===== src/design/mkvc_pkg.sv =====
package mkvc_pkg;

    localparam int PIX_W  = 16;
    localparam int PROD_W = 32;
    localparam int ACC_W  = 38;

    localparam int CFG_IDX_W  = 3;
    localparam int CFG_DATA_W = 11;

    localparam logic [CFG_IDX_W-1:0] REG_FRAME_WIDTH    = 3'd0;
    localparam logic [CFG_IDX_W-1:0] REG_FRAME_HEIGHT   = 3'd1;
    localparam logic [CFG_IDX_W-1:0] REG_KERNEL_HEIGHT  = 3'd2;
    localparam logic [CFG_IDX_W-1:0] REG_KERNEL_WIDTH   = 3'd3;
    localparam logic [CFG_IDX_W-1:0] REG_KERNELS_IN_USE = 3'd4;

    localparam logic CMD_COEF  = 1'b0;
    localparam logic CMD_PIXEL = 1'b1;

endpackage


===== src/design/mkvc_cell.sv =====
module mkvc_cell #(
    parameter int KERNELS = 8,
    parameter int KIW     = 3
) (
    input  logic                              clk,
    input  logic                              rst_n,
    input  logic                              adv,
    input  logic signed [mkvc_pkg::PIX_W-1:0] pix,
    input  logic                              coef_we,
    input  logic [KIW-1:0]                    coef_kidx,
    input  logic signed [mkvc_pkg::PIX_W-1:0] coef_val,
    input  logic                              tok_valid_in,
    input  logic [KIW-1:0]                    tok_kidx_in,
    input  logic signed [mkvc_pkg::ACC_W-1:0] psum_in,
    output logic                              tok_valid_out,
    output logic [KIW-1:0]                    tok_kidx_out,
    output logic signed [mkvc_pkg::ACC_W-1:0] psum_out
);

    import mkvc_pkg::*;

    logic signed [PIX_W-1:0]  coef_reg [KERNELS];
    logic                     mid_valid_reg;
    logic [KIW-1:0]           mid_kidx_reg;
    logic signed [ACC_W-1:0]  mid_psum_reg;
    logic signed [PROD_W-1:0] prod_reg;
    logic                     out_valid_reg;
    logic [KIW-1:0]           out_kidx_reg;
    logic signed [ACC_W-1:0]  out_psum_reg;

    // this tap's coefficient for every kernel
    always_ff @(posedge clk or negedge rst_n)
    begin
        if (!rst_n)
        begin
            for (int k = 0; k < KERNELS; k++)
            begin
                coef_reg[k] <= '0;
            end
        end
        else if (coef_we)
        begin
            coef_reg[coef_kidx] <= coef_val;
        end
    end

    always_ff @(posedge clk or negedge rst_n)
    begin
        if (!rst_n)
        begin
            mid_valid_reg <= 1'b0;
            out_valid_reg <= 1'b0;
        end
        else if (adv)
        begin
            mid_valid_reg <= tok_valid_in;
            out_valid_reg <= mid_valid_reg;
        end
    end

    // multiply in the first stage, add into the passing sum in the second
    always_ff @(posedge clk)
    begin
        if (adv)
        begin
            mid_kidx_reg <= tok_kidx_in;
            mid_psum_reg <= psum_in;
            prod_reg     <= pix * coef_reg[tok_kidx_in];
            out_kidx_reg <= mid_kidx_reg;
            out_psum_reg <= mid_psum_reg
                            + {{(ACC_W-PROD_W){prod_reg[PROD_W-1]}}, prod_reg};
        end
    end

    assign tok_valid_out = out_valid_reg;
    assign tok_kidx_out  = out_kidx_reg;
    assign psum_out      = out_psum_reg;

endmodule


===== config.mk =====
export PLATFORM = sky130hd
export DESIGN_NAME = mkvc_cell
export DESIGN_NICKNAME = d
export VERILOG_FILES = /design/src/design/mkvc_pkg.sv /design/src/design/mkvc_cell.sv
export SDC_FILE = /design/constraint.sdc
export NUM_CORES = 1
export LEC_CHECK = 0
export BUFFER_PORTS_ARGS = -buffer_cell sky130_fd_sc_hd__buf_2
export CAP_MARGIN = 10
export CELL_PAD_IN_SITES_DETAIL_PLACEMENT = 0
export CELL_PAD_IN_SITES_GLOBAL_PLACEMENT = 2
export CORE_UTILIZATION = 40
export CTS_BUF_LIST = sky130_fd_sc_hd__clkbuf_4
export DETAILED_ROUTE_END_ITERATION = 7
export PLACE_DENSITY_LB_ADDON = 0.1
export SLEW_MARGIN = 20
export SYNTH_ARGS = -nofsm -noshare
export SYNTH_HDL_FRONTEND = slang
export SYNTH_SLANG_ARGS = --single-unit

===== constraint.sdc =====
create_clock -name clk -period 10.4 [get_ports clk]
set_input_delay 0 -clock clk [delete_from_list [all_inputs] [get_ports clk]]
set_output_delay 0 -clock clk [all_outputs]
set_load 0.02 [all_outputs]

==> metrics.md, run 1 <==
| Metric | Value |
|---|---|
| Worst Path Arrival | `7.70 ns` |
| Startpoint types | `input pin` |
| Xor-xnor portion of the synthesized cell area | `2.68%` |
| # DRC | `0` |
| GP Congestion | `0.793` |
| FF-to-FF path depth | `22` |
| Clk root buf | `clkbuf_4` |
| Via count | `14000` |
| CTS Buf Count | `72` |
| Crit path required time | `10.91 ns` |
| Prevailing post-synth register cell | `dfrtp_1` |
| Post-detail-place hpwl | `36500 µm` |
| Setup TNS | `0 ns` |
| Top cell by count, worst path | `fa_1` |
| Layout area overhead | `16.5%` |
| CTS resizes | `0` |
| Largest net degree at the start of global routing | `87` |
| Ys async rst share | `53.3%` |
| Avg Cell Area, Syn | `11.6 µm²` |
| Post-synthesis mux area share | `11.2%` |
| Max FFs per register | `128` |
| Met1 WL | `22900 µm` |
| Stages on the worst setup path | `25` |
| Vias per cell | `4.91` |
| Total I/O pin count | `123` |
| Worst-Skew Late Latency | `0.79 ns` |
| Hold Vio Cnt, Final | `0` |
| CTS HTree Levels | `3` |
| Slew Limit Fails | `0` |
| Critical-path top delay cell | `mux4_2` |
| Post-Synth Simple-Gate Area | `9.88%` |
| Die extent in x | `232 µm` |
| Std cell rows | `84` |
| Largest family of logic cells by synthesized area | `adder cells` |
| Global route total overflow | `0` |
| # fillers | `4970` |
| I/O Buffers | `122` |
| Buffer and inverter count on the worst path | `7` |
| Relative slew slack | `25.6%` |
| Crit path max fanout | `33` |
| Post-Route WL | `49500 µm` |
| CP startpoint | `tok_kidx_in[0]` |
| Final setup viols | `0` |
| Syn nets | `2295` |
| Worst Setup Path Type | `in -> reg` |
| Final net count | `2567` |
| Ys Warns | `0` |
| WL met2 | `23700 µm` |
| Layout cell share with drive strength beyond 1 | `20.9%` |
| Sequential share of the synthesized area | `31.4%` |
| Synth cell types | `65` |
| Via count of the first global-routing pass | `15300` |
| Seq cells post-synth | `244` |
| Postcts setup bufs | `0` |
| Worst Hold Class | `in -> reg` |
| Post-synth EDFFs | `114` |
| Tightest Pin Transition | `1.11 ns` |
| Chip height | `232 µm` |
| Number of max-cap violations | `0` |
| Synthesized area | `21200 µm²` |
| Max Freq | `0.139 GHz` |
| Min Tclk post-route | `7.19 ns` |
| Synthesized-area fraction occupied by adder cells | `31.8%` |
| Clock buffer depth | `3` |
| Clock sink count | `244` |
| Reg-to-reg slack, setup | `3.35 ns` |
| Drt initial violations | `570` |
| Die ar. | `54000 µm²` |
| First-pass GRT wire length | `81400 µm` |
| Worst r2r dst | `prod_reg[22]` |
| RSZ-0062 raised after global routing | `false` |
| Top sig layer | `met4` |
| Clk_skew | `0.0707 ns` |
| Post-DRT Antenna Nets | `0` |
| CP top delay family | `adder cells` |
| Effective utilization at floorplan | `40.4%` |
| CTS tree | `done` |
| Total global-route track usage | `19.5%` |
| Mapped Cells | `1832` |
| Metal3 WL | `1760 µm` |
| Drt wl/cell | `17.4 µm` |
| Core area | `52600 µm²` |
| CP endpoint | `prod_reg[22]` |
| Clock-pin slew of the registers on the worst-case setup and hold paths | `0.06 ns` |
| Max incr delay on CP | `0.57 ns` |
| Critical R2R Launch | `coef_reg[74]` |
| Status | `completed` |
| Initial antenna violation count | `1` |
| DRT Pass-1 Iters | `6` |
| Critical Path End Type | `register` |
| Synth Area in Compound Gates | `6.12%` |
| Period utilisation layout | `69.2%` |
-- tightest hold or removal path: cells and delay by family --
kind / cells / cell delay (ns)
buf+inv: 2 / 0.70
mux: 1 / 0.16
-- layer usage --
layer,vias up,GRT usage (%)
li1,6622,-
met2,227,32.3
met4,0,5.94
met3,79,3.19
met5,-,0
met1,7062,26.1
-- cells by family after synthesis --
kind of cell               Yosys count
xor gates and xnor gates            65
and+or+nand+nor                    407
AOI/OAI and AO/OA                  190
buffers and inverters              364
adders and majority gates          382
muxes                              180
DFF                                244
-- cells in the final DEF, fill, tap and decap left out, types with 4 or more instances in the layout --
| cell type | netlist | routed |
|---|---|---|
| a211o_1 | 5 | 5 |
| a211oi_1 | 8 | 8 |
| a21o_1 | 18 | 18 |
| a21oi_1 | 56 | 56 |
| a31oi_1 | 5 | 5 |
| and2_1 | 47 | 47 |
| and3_1 | 10 | 10 |
| buf_2 | 9 | 120 |
| buf_4 | 0 | 16 |
| clkbuf_4 | 0 | 111 |
| clkinv_1 | 0 | 9 |
| dfrtp_1 | 130 | 130 |
| dlygate4sd3_1 | 0 | 119 |
| edfxtp_1 | 114 | 114 |
| fa_1 | 263 | 263 |
| ha_1 | 119 | 119 |
| inv_1 | 303 | 303 |
| mux2_2 | 139 | 139 |
| mux2i_1 | 9 | 9 |
| mux4_2 | 32 | 32 |
| nand2_1 | 138 | 138 |
| nand2b_1 | 23 | 23 |
| nand3_1 | 10 | 10 |
| nand4_1 | 5 | 5 |
| nand4b_1 | 5 | 5 |
| nor2_1 | 44 | 44 |
| nor2b_1 | 89 | 89 |
| nor3_1 | 15 | 13 |
| nor3b_1 | 7 | 5 |
| o211ai_1 | 6 | 6 |
| o21a_1 | 17 | 17 |
| o21ai_0 | 28 | 28 |
| o21bai_1 | 8 | 8 |
| o22ai_1 | 4 | 4 |
| or2_2 | 6 | 6 |
| xnor2_1 | 49 | 49 |
| xor2_1 | 16 | 16 |
-- worst min path at each step --
stage	from	slack (ns)	to	cells past startpoint
floorplan	rst_n	-0.30	coef_reg[0]	0
global placement	rst_n	0.03	coef_reg[72]	1
detailed placement	rst_n	0.04	coef_reg[8]	1
CTS	coef_val[2]	0.0002	coef_reg[66]	3
global route	coef_val[2]	0.05	coef_reg[18]	3
finish	coef_val[4]	0.10	coef_reg[68]	3
-- layout make-up --
cell class / count / area, µm² / area share (%)
Tap cell: 688 / 861 / 3.48
Multi-Input combinational cell: 1224 / 13100 / 53.1
Timing Repair Buffer: 259 / 1980 / 7.99
Clock inverter: 18 / 100 / 0.405
Antenna cell: 1 / 2.50 / 0.0101
Clock buffer: 111 / 833 / 3.37
Sequential cell: 244 / 6680 / 27.0
Inverter: 303 / 1140 / 4.60
-- synth_stat cells, types with 23 or more instances --
cell type / count / area share, %
clkbuf_1: 47 / 0.83
mux2_2: 139 / 7.4
ha_1: 119 / 7.0
xnor2_1: 49 / 2.0
mux4_2: 32 / 3.4
and2_1: 47 / 1.4
nand2b_1: 23 / 0.68
nor2b_1: 89 / 2.6
a21oi_1: 56 / 1.3
nor2_1: 44 / 0.78
dfrtp_1: 130 / 15
edfxtp_1: 114 / 16
nand2_1: 138 / 2.4
o21ai_0: 28 / 0.66
fa_1: 263 / 25
inv_1: 303 / 5.4
-- repair_timing --
action,in CTS,in global routing
hold buffers,120,0
endpoints found under the hold margin,265,0
endpoints found under the setup margin,0,0
-- stage by stage --
stage | cells | cell area [µm²] | setup slack, ns | hold WS [ns] | utilization [%]
6_report | 2848 | 24700 | 3.21 | 0.104 | 47.1
5_1_grt | 2848 | 24700 | 2.81 | 0.0510 | 47.1
4_1_cts | 2847 | 24700 | 3.28 | 0.000175 | 47.0
3_5_place_dp | 2598 | 22600 | 2.90 | 0.0397 | 42.9
3_3_place_gp | 2596 | 22500 | 2.97 | 0.0270 | 42.9
2_1_floorplan | 1832 | 21200 | 3.54 | -0.296 | -
Power of run 1 is left out: the tool's default activity adds up to more than one toggle a clock period on the data nets, which glitch-free logic cannot reach.
==> run 2, diff against run 1 <==
Settings changed: ABC_AREA set to 1, CORE_UTILIZATION 40 to 39.
Clock period 10.4 ns to 7.2 ns, I/O delays scaled along.
==> run 2 against run 1 <==
  * Register-to-register slack worse by 2.7 ns
  * Via count rose by 30%
  * Area after synthesis rose by 5.2%
  * Count of clock-buffer cells in the layout fell by 16
  * Die area grew 7.9%
  * First-iteration DRC count increased by 66%
  * Worst hold slack better by 0.024 ns
  * Routed wire length is 40% higher
  * Non-clock buffer count increased by 3
==> metrics.md, run 2 <==
| Metric | Value |
|---|---|
| Effective utilization at floorplan | `39.5%` |
| Initial antenna violation count | `2` |
| Total I/O pin count | `123` |
| Ys async rst share | `53.3%` |
| Layout area overhead | `15.5%` |
| Avg Cell Area, Syn | `8.29 µm²` |
| Prevailing post-synth register cell | `dfrtp_1` |
| CTS Buf Count | `71` |
| Max Freq | `0.148 GHz` |
| Sequential share of the synthesized area | `29.9%` |
| CTS HTree Levels | `3` |
| CP endpoint | `prod_reg[23]` |
| Global route total overflow | `0` |
| Post-synth top area share | `23.6%` |
| Worst Path Arrival | `7.22 ns` |
| Crit path required time | `7.66 ns` |
| Critical-path top delay cell | `dlygate4sd3_1` |
| Post-detail-place hpwl | `54400 µm` |
| Via count of the first global-routing pass | `19000` |
| Post-synth EDFFs | `114` |
| Synth area leaders | `fa_1, edfxtp_1, dfrtp_1, nand2_1, inv_1` |
| Synthesized area | `22300 µm²` |
| Max incr delay on CP | `0.53 ns` |
| FF-to-FF path depth | `22` |
| Hold Vio Cnt, Final | `0` |
| # fillers | `5671` |
| Total global-route track usage | `24.8%` |
| Worst r2r dst | `prod_reg[23]` |
| Syn nets | `3158` |
| Clk root buf | `clkbuf_4` |
| Worst Setup Path Type | `in -> reg` |
| Most frequent cells in the layout | `nand2_1, inv_1, nor2_1` |
| Postcts setup bufs | `0` |
| Seq cells post-synth | `244` |
| Die extent in x | `241 µm` |
| Die ar. | `58300 µm²` |
| Drt wl/cell | `18.4 µm` |
| Std cell rows | `87` |
| Setup TNS | `0 ns` |
| Largest net degree at the start of global routing | `73` |
| Crit path max fanout | `64` |
| RSZ-0062 raised after global routing | `false` |
| Clk_skew | `0.0814 ns` |
| Placed Cells | `3524` |
| Max FFs per register | `128` |
| Period utilisation layout | `93.9%` |
| Non-filler cells, final | `3762` |
| GP Congestion | `0.901` |
| CP startpoint | `tok_kidx_in[0]` |
| Post-Route WL | `69400 µm` |
| DRT Pass-1 Iters | `5` |
| First-pass GRT wire length | `108000 µm` |
| Worst-Skew Late Latency | `0.80 ns` |
| Number of max-cap violations | `0` |
| Critical R2R Launch | `coef_reg[1]` |
| Via count | `18100` |
| I/O Buffers | `122` |
| Post-synth top area cell | `fa_1` |
| Reg-to-reg slack, setup | `0.63 ns` |
| Slew Limit Fails | `0` |
| Most common cell after layout, fill and taps aside | `nand2_1` |
| Multi-input logic area | `13300 µm²` |
| Drt initial violations | `949` |
| Post-DRT Antenna Nets | `0` |
| Layout cell share with drive strength beyond 1 | `9.59%` |
| Ys Warns | `0` |
| Clock sink count | `244` |
| Vias per cell | `4.82` |
| Min Tclk post-route | `6.76 ns` |
| Startpoint types | `input pin` |
| Final setup viols | `0` |
| FF/Latch Area | `6680 µm²` |
| Status | `completed` |
| Relative slew slack | `36.5%` |
| Final net count | `3421` |
| Tightest Pin Transition | `0.953 ns` |
| Chip height | `241 µm` |
| Synth cell count leaders | `nand2_1, inv_1, nor2_1` |
| Core area | `56500 µm²` |
| Clock buffer depth | `3` |
| Mapped Cells | `2695` |
| Count leader, synth | `nand2_1` |
| # DRC | `0` |
| Worst Hold Class | `in -> reg` |
| Critical Path End Type | `register` |
| Synth cell types | `37` |
| CTS tree | `done` |
| Clock-pin slew of the registers on the worst-case setup and hold paths | `0.06 ns` |
==> run 2: cell types whose count changed after synthesis, sizes merged, moves of 30 or more <==
cell / change
o221ai: +30
nand2: +535
mux4: -32
inv: +218
xnor2: -41
and2: -46
nor2: +292
mux2: -139
nor2b: -89
buf: +32
nand3: +59
o21ai: +167
==> run 2: worst min path at each step <==
stage | depth (start not counted) | end | slack (ns) | from
after floorplan | 0 | coef_reg[0] | -0.30 | rst_n
after global placement | 1 | coef_reg[71] | 0.12 | rst_n
after detailed placement | 1 | coef_reg[71] | 0.13 | rst_n
after CTS | 4 | coef_reg[92] | 0.06 | coef_val[12]
after global routing | 3 | prod_reg[0] | 0.11 | pix[0]
final | 4 | prod_reg[1] | 0.13 | pix[0]
==> run 2: repair_timing <==
action | in CTS | in global routing
hold buffers | 117 | 0
resized for setup | 0 | 1
setup endpoints to repair | 0 | 1
hold endpoints to repair | 287 | 0
==> run 2: critical path, delay by kind of cell <==
kind                       cells  cell delay [ns]
and+or+nand+nor               10             1.73
buffers and inverters          8             1.75
AOI/OAI and AO/OA              2             0.38
adders and majority gates      7             3.32
==> run 2: stage by stage <==
step	worst slack, ns	cell area [µm²]	util (%)	hold slack (ns)
3_3_place_gp	0.165	23700	41.9	0.118
3_5_place_dp	0.187	23700	41.9	0.127
6_report	0.440	25800	45.7	0.128
4_1_cts	0.488	25800	45.7	0.0558
2_1_floorplan	1.63	22300	-	-0.296
5_1_grt	0.0966	25800	45.7	0.107
==> run 2: final cells by class <==
| cell class | instances | area share (%) |
|---|---|---|
| timing repair buffer | 262 | 7.67 |
| sequential | 244 | 25.9 |
| tap | 756 | 3.67 |
| multi-input combinational | 1853 | 51.5 |
| clock buffer | 95 | 2.76 |
| clock inverter | 24 | 0.883 |
| antenna | 2 | 0.0194 |
| inverter | 526 | 7.67 |
==> run 2: metal layers <==
| metal | wire (µm) | vias to the layer above | part of all wire, % | track usage, % |
|---|---|---|---|---|
| li1 | - | 8872 | - | - |
| met1 | 30600 | 8738 | 44 | 31.6 |
| met2 | 33700 | 405 | 49 | 42.5 |
| met3 | 2830 | 118 | 4.1 | 3.91 |
| met4 | 2300 | 0 | 3.3 | 8.94 |
| met5 | 0 | - | 0 | 0 |
==> run 2: cells by family (layout without fill, tap and decap cells) <==
| logic type | count (synthesis) | count (layout) | synth area share [%] |
|---|---|---|---|
| adder cells (fa/ha/maj) | 382 | 382 | 30.2 |
| XOR/XNOR | 43 | 43 | 1.69 |
| AO/OA/AOI/OAI | 313 | 313 | 7.73 |
| other | 0 | 2 | 0 |
| buffers and inverters | 598 | 907 | 10.7 |
| flip-flops | 244 | 244 | 29.9 |
| AND/OR/NAND/NOR | 1115 | 1115 | 19.8 |
Power of run 2 is left out for the same reason.
==> run 3, diff against run 2 <==
==> constraint.sdc (replaced) <==
create_clock -name clk -period 7.2 [get_ports clk]
set_input_delay 0.72 -clock clk [delete_from_list [all_inputs] [get_ports clk]]
set_output_delay 0.72 -clock clk [all_outputs]
set_load 0.02 [all_outputs]
==> run 3 against run 2 <==
  * Non-clock buffer count down 82
  * Worst hold slack gained 0.0046 ns
  * First-iteration DRC count grew 11%
  * Cell count fell by 1.9%
  * Critical path type unchanged
  * Largest cell class unchanged
  * Highest routed layer unchanged
==> metrics.md, run 3 (synthesized netlist as in run 2, its figures left out) <==
| Metric | Value |
|---|---|
| Worst r2r dst | `prod_reg[27]` |
| CTS tree | `done` |
| CP endpoint | `prod_reg[27]` |
| Via count | `17700` |
| Crit path required time | `7.67 ns` |
| Core area | `56500 µm²` |
| Final setup viols | `0` |
| Effective utilization at floorplan | `39.5%` |
| Post-DRT Antenna Nets | `0` |
| Via count of the first global-routing pass | `18600` |
| Clk root buf | `clkbuf_4` |
| Critical Path End Type | `register` |
| Worst Setup Path Type | `in -> reg` |
| Total I/O pin count | `123` |
| Die extent in x | `241 µm` |
| Clock-pin slew of the registers on the worst-case setup and hold paths | `0.06 ns` |
| Global route total overflow | `0` |
| Clk_skew | `0.0435 ns` |
| GP Congestion | `0.912` |
| First-pass GRT wire length | `105000 µm` |
| Max FFs per register | `128` |
| Layout cell share with drive strength beyond 1 | `11.1%` |
| Post-detail-place hpwl | `53900 µm` |
| Max Freq | `0.157 GHz` |
| # DRC | `0` |
| Relative slew slack | `41.7%` |
| Startpoint types | `input pin` |
| Finished Cell Area | `24900 µm²` |
| Initial antenna violation count | `1` |
| # fillers | `5811` |
| CTS Buf Count | `73` |
| Number of max-cap violations | `0` |
| Period utilisation layout | `88.4%` |
| Worst-Skew Late Latency | `0.77 ns` |
| Crit path max fanout | `27` |
| Post-Route WL | `66300 µm` |
| Drt initial violations | `1055` |
| I/O Buffers | `122` |
| CTS HTree Levels | `3` |
| Critical R2R Launch | `coef_reg[82]` |
| Total global-route track usage | `23.9%` |
| Tightest Pin Transition | `0.874 ns` |
| Most common cell after layout, fill and taps aside | `nand2_1` |
| Postcts setup bufs | `0` |
| DRT Pass-1 Iters | `5` |
| DP Area | `23900 µm²` |
| Clock sink count | `244` |
| CP startpoint | `tok_kidx_in[0]` |
| Clock buffer depth | `3` |
| Final net count | `3341` |
| Most frequent cells in the layout | `nand2_1, inv_1, nor2_1` |
| Die ar. | `58300 µm²` |
| Layout area overhead | `11.6%` |
| Worst Path Arrival | `6.83 ns` |
| Setup TNS | `0 ns` |
| RSZ-0062 raised after global routing | `false` |
| Status | `completed` |
| Vias per cell | `4.80` |
| Worst Hold Class | `in -> reg` |
| Drt wl/cell | `18.0 µm` |
| Reg-to-reg slack, setup | `0.98 ns` |
| Min Tclk post-route | `6.36 ns` |
| Largest net degree at the start of global routing | `67` |
| Hold Vio Cnt, Final | `0` |
| Std cell rows | `87` |
| FF-to-FF path depth | `19` |
| Chip height | `241 µm` |
| Slew Limit Fails | `0` |
[run 3: final cells by class]
cell class / instances / area (µm²) / share of cell area [%]
Antenna cell: 1 / 2.50 / 0.0100
Timing Repair Buffer: 180 / 1080 / 4.33
Inverter: 526 / 1980 / 7.94
Sequential cell: 244 / 6680 / 26.8
Clock inverter: 35 / 248 / 0.994
Tap cell: 756 / 946 / 3.79
Multi-Input combinational cell: 1853 / 13300 / 53.3
Clock buffer: 96 / 721 / 2.89
[run 3: how the worst min path moves through the flow]
stage | slack [ns] | start | cells past startpoint | endpoint
after global placement | 0.41 | mid_kidx_reg[0] | 0 | tok_kidx_out[0]
after floorplan | 0.40 | mid_kidx_reg[0] | 0 | tok_kidx_out[0]
after CTS | 0.03 | psum_in[9] | 1 | mid_psum_reg[9]
after global routing | 0.05 | psum_in[9] | 1 | mid_psum_reg[9]
after detailed placement | 0.41 | mid_kidx_reg[1] | 0 | tok_kidx_out[1]
final | 0.13 | psum_in[29] | 1 | mid_psum_reg[29]
[run 3: layer usage]
metal | up-vias | global-route usage [%] | share of wire (%)
met5 | - | 0 | 0
met4 | 0 | 10.6 | 4.5
met3 | 142 | 3.38 | 4.1
met2 | 391 | 39.9 | 47
met1 | 8482 | 30.7 | 44
li1 | 8702 | - | -
[run 3: critical path: stages]
cell      delay [ns]
buf_2           0.16
inv_6           0.18
buf_4           0.22
nor2_1          0.06
o221ai_1        0.19
nand2_1         0.16
nor2_1          0.12
buf_4           0.15
inv_1           0.08
fa_1            0.53
inv_1           0.10
buf_4           0.16
fa_1            0.49
fa_1            0.58
fa_1            0.45
fa_1            0.51
fa_1            0.42
ha_1            0.39
nand2_1         0.12
nor2_1          0.20
inv_1           0.08
nor3_1          0.27
o21ai_0         0.24
nand4_1         0.12
nand2_1         0.10
[run 3: through the flow]
step,utilization [%],setup WS [ns],hold slack [ns],std cells
after detailed placement,42.4,0.103,0.413,3558
after CTS,44.1,0.947,0.0304,3690
after global placement,42.4,0.112,0.411,3558
after global routing,44.1,0.622,0.0486,3691
after floorplan,-,0.943,0.400,2695
final,44.1,0.839,0.133,3691
[run 3: what timing repair did]
action,CTS,global route
hold buffers,1,0
resized for setup,0,0
endpoints found under the hold margin,23,0
Power of run 3 is left out for the same reason.
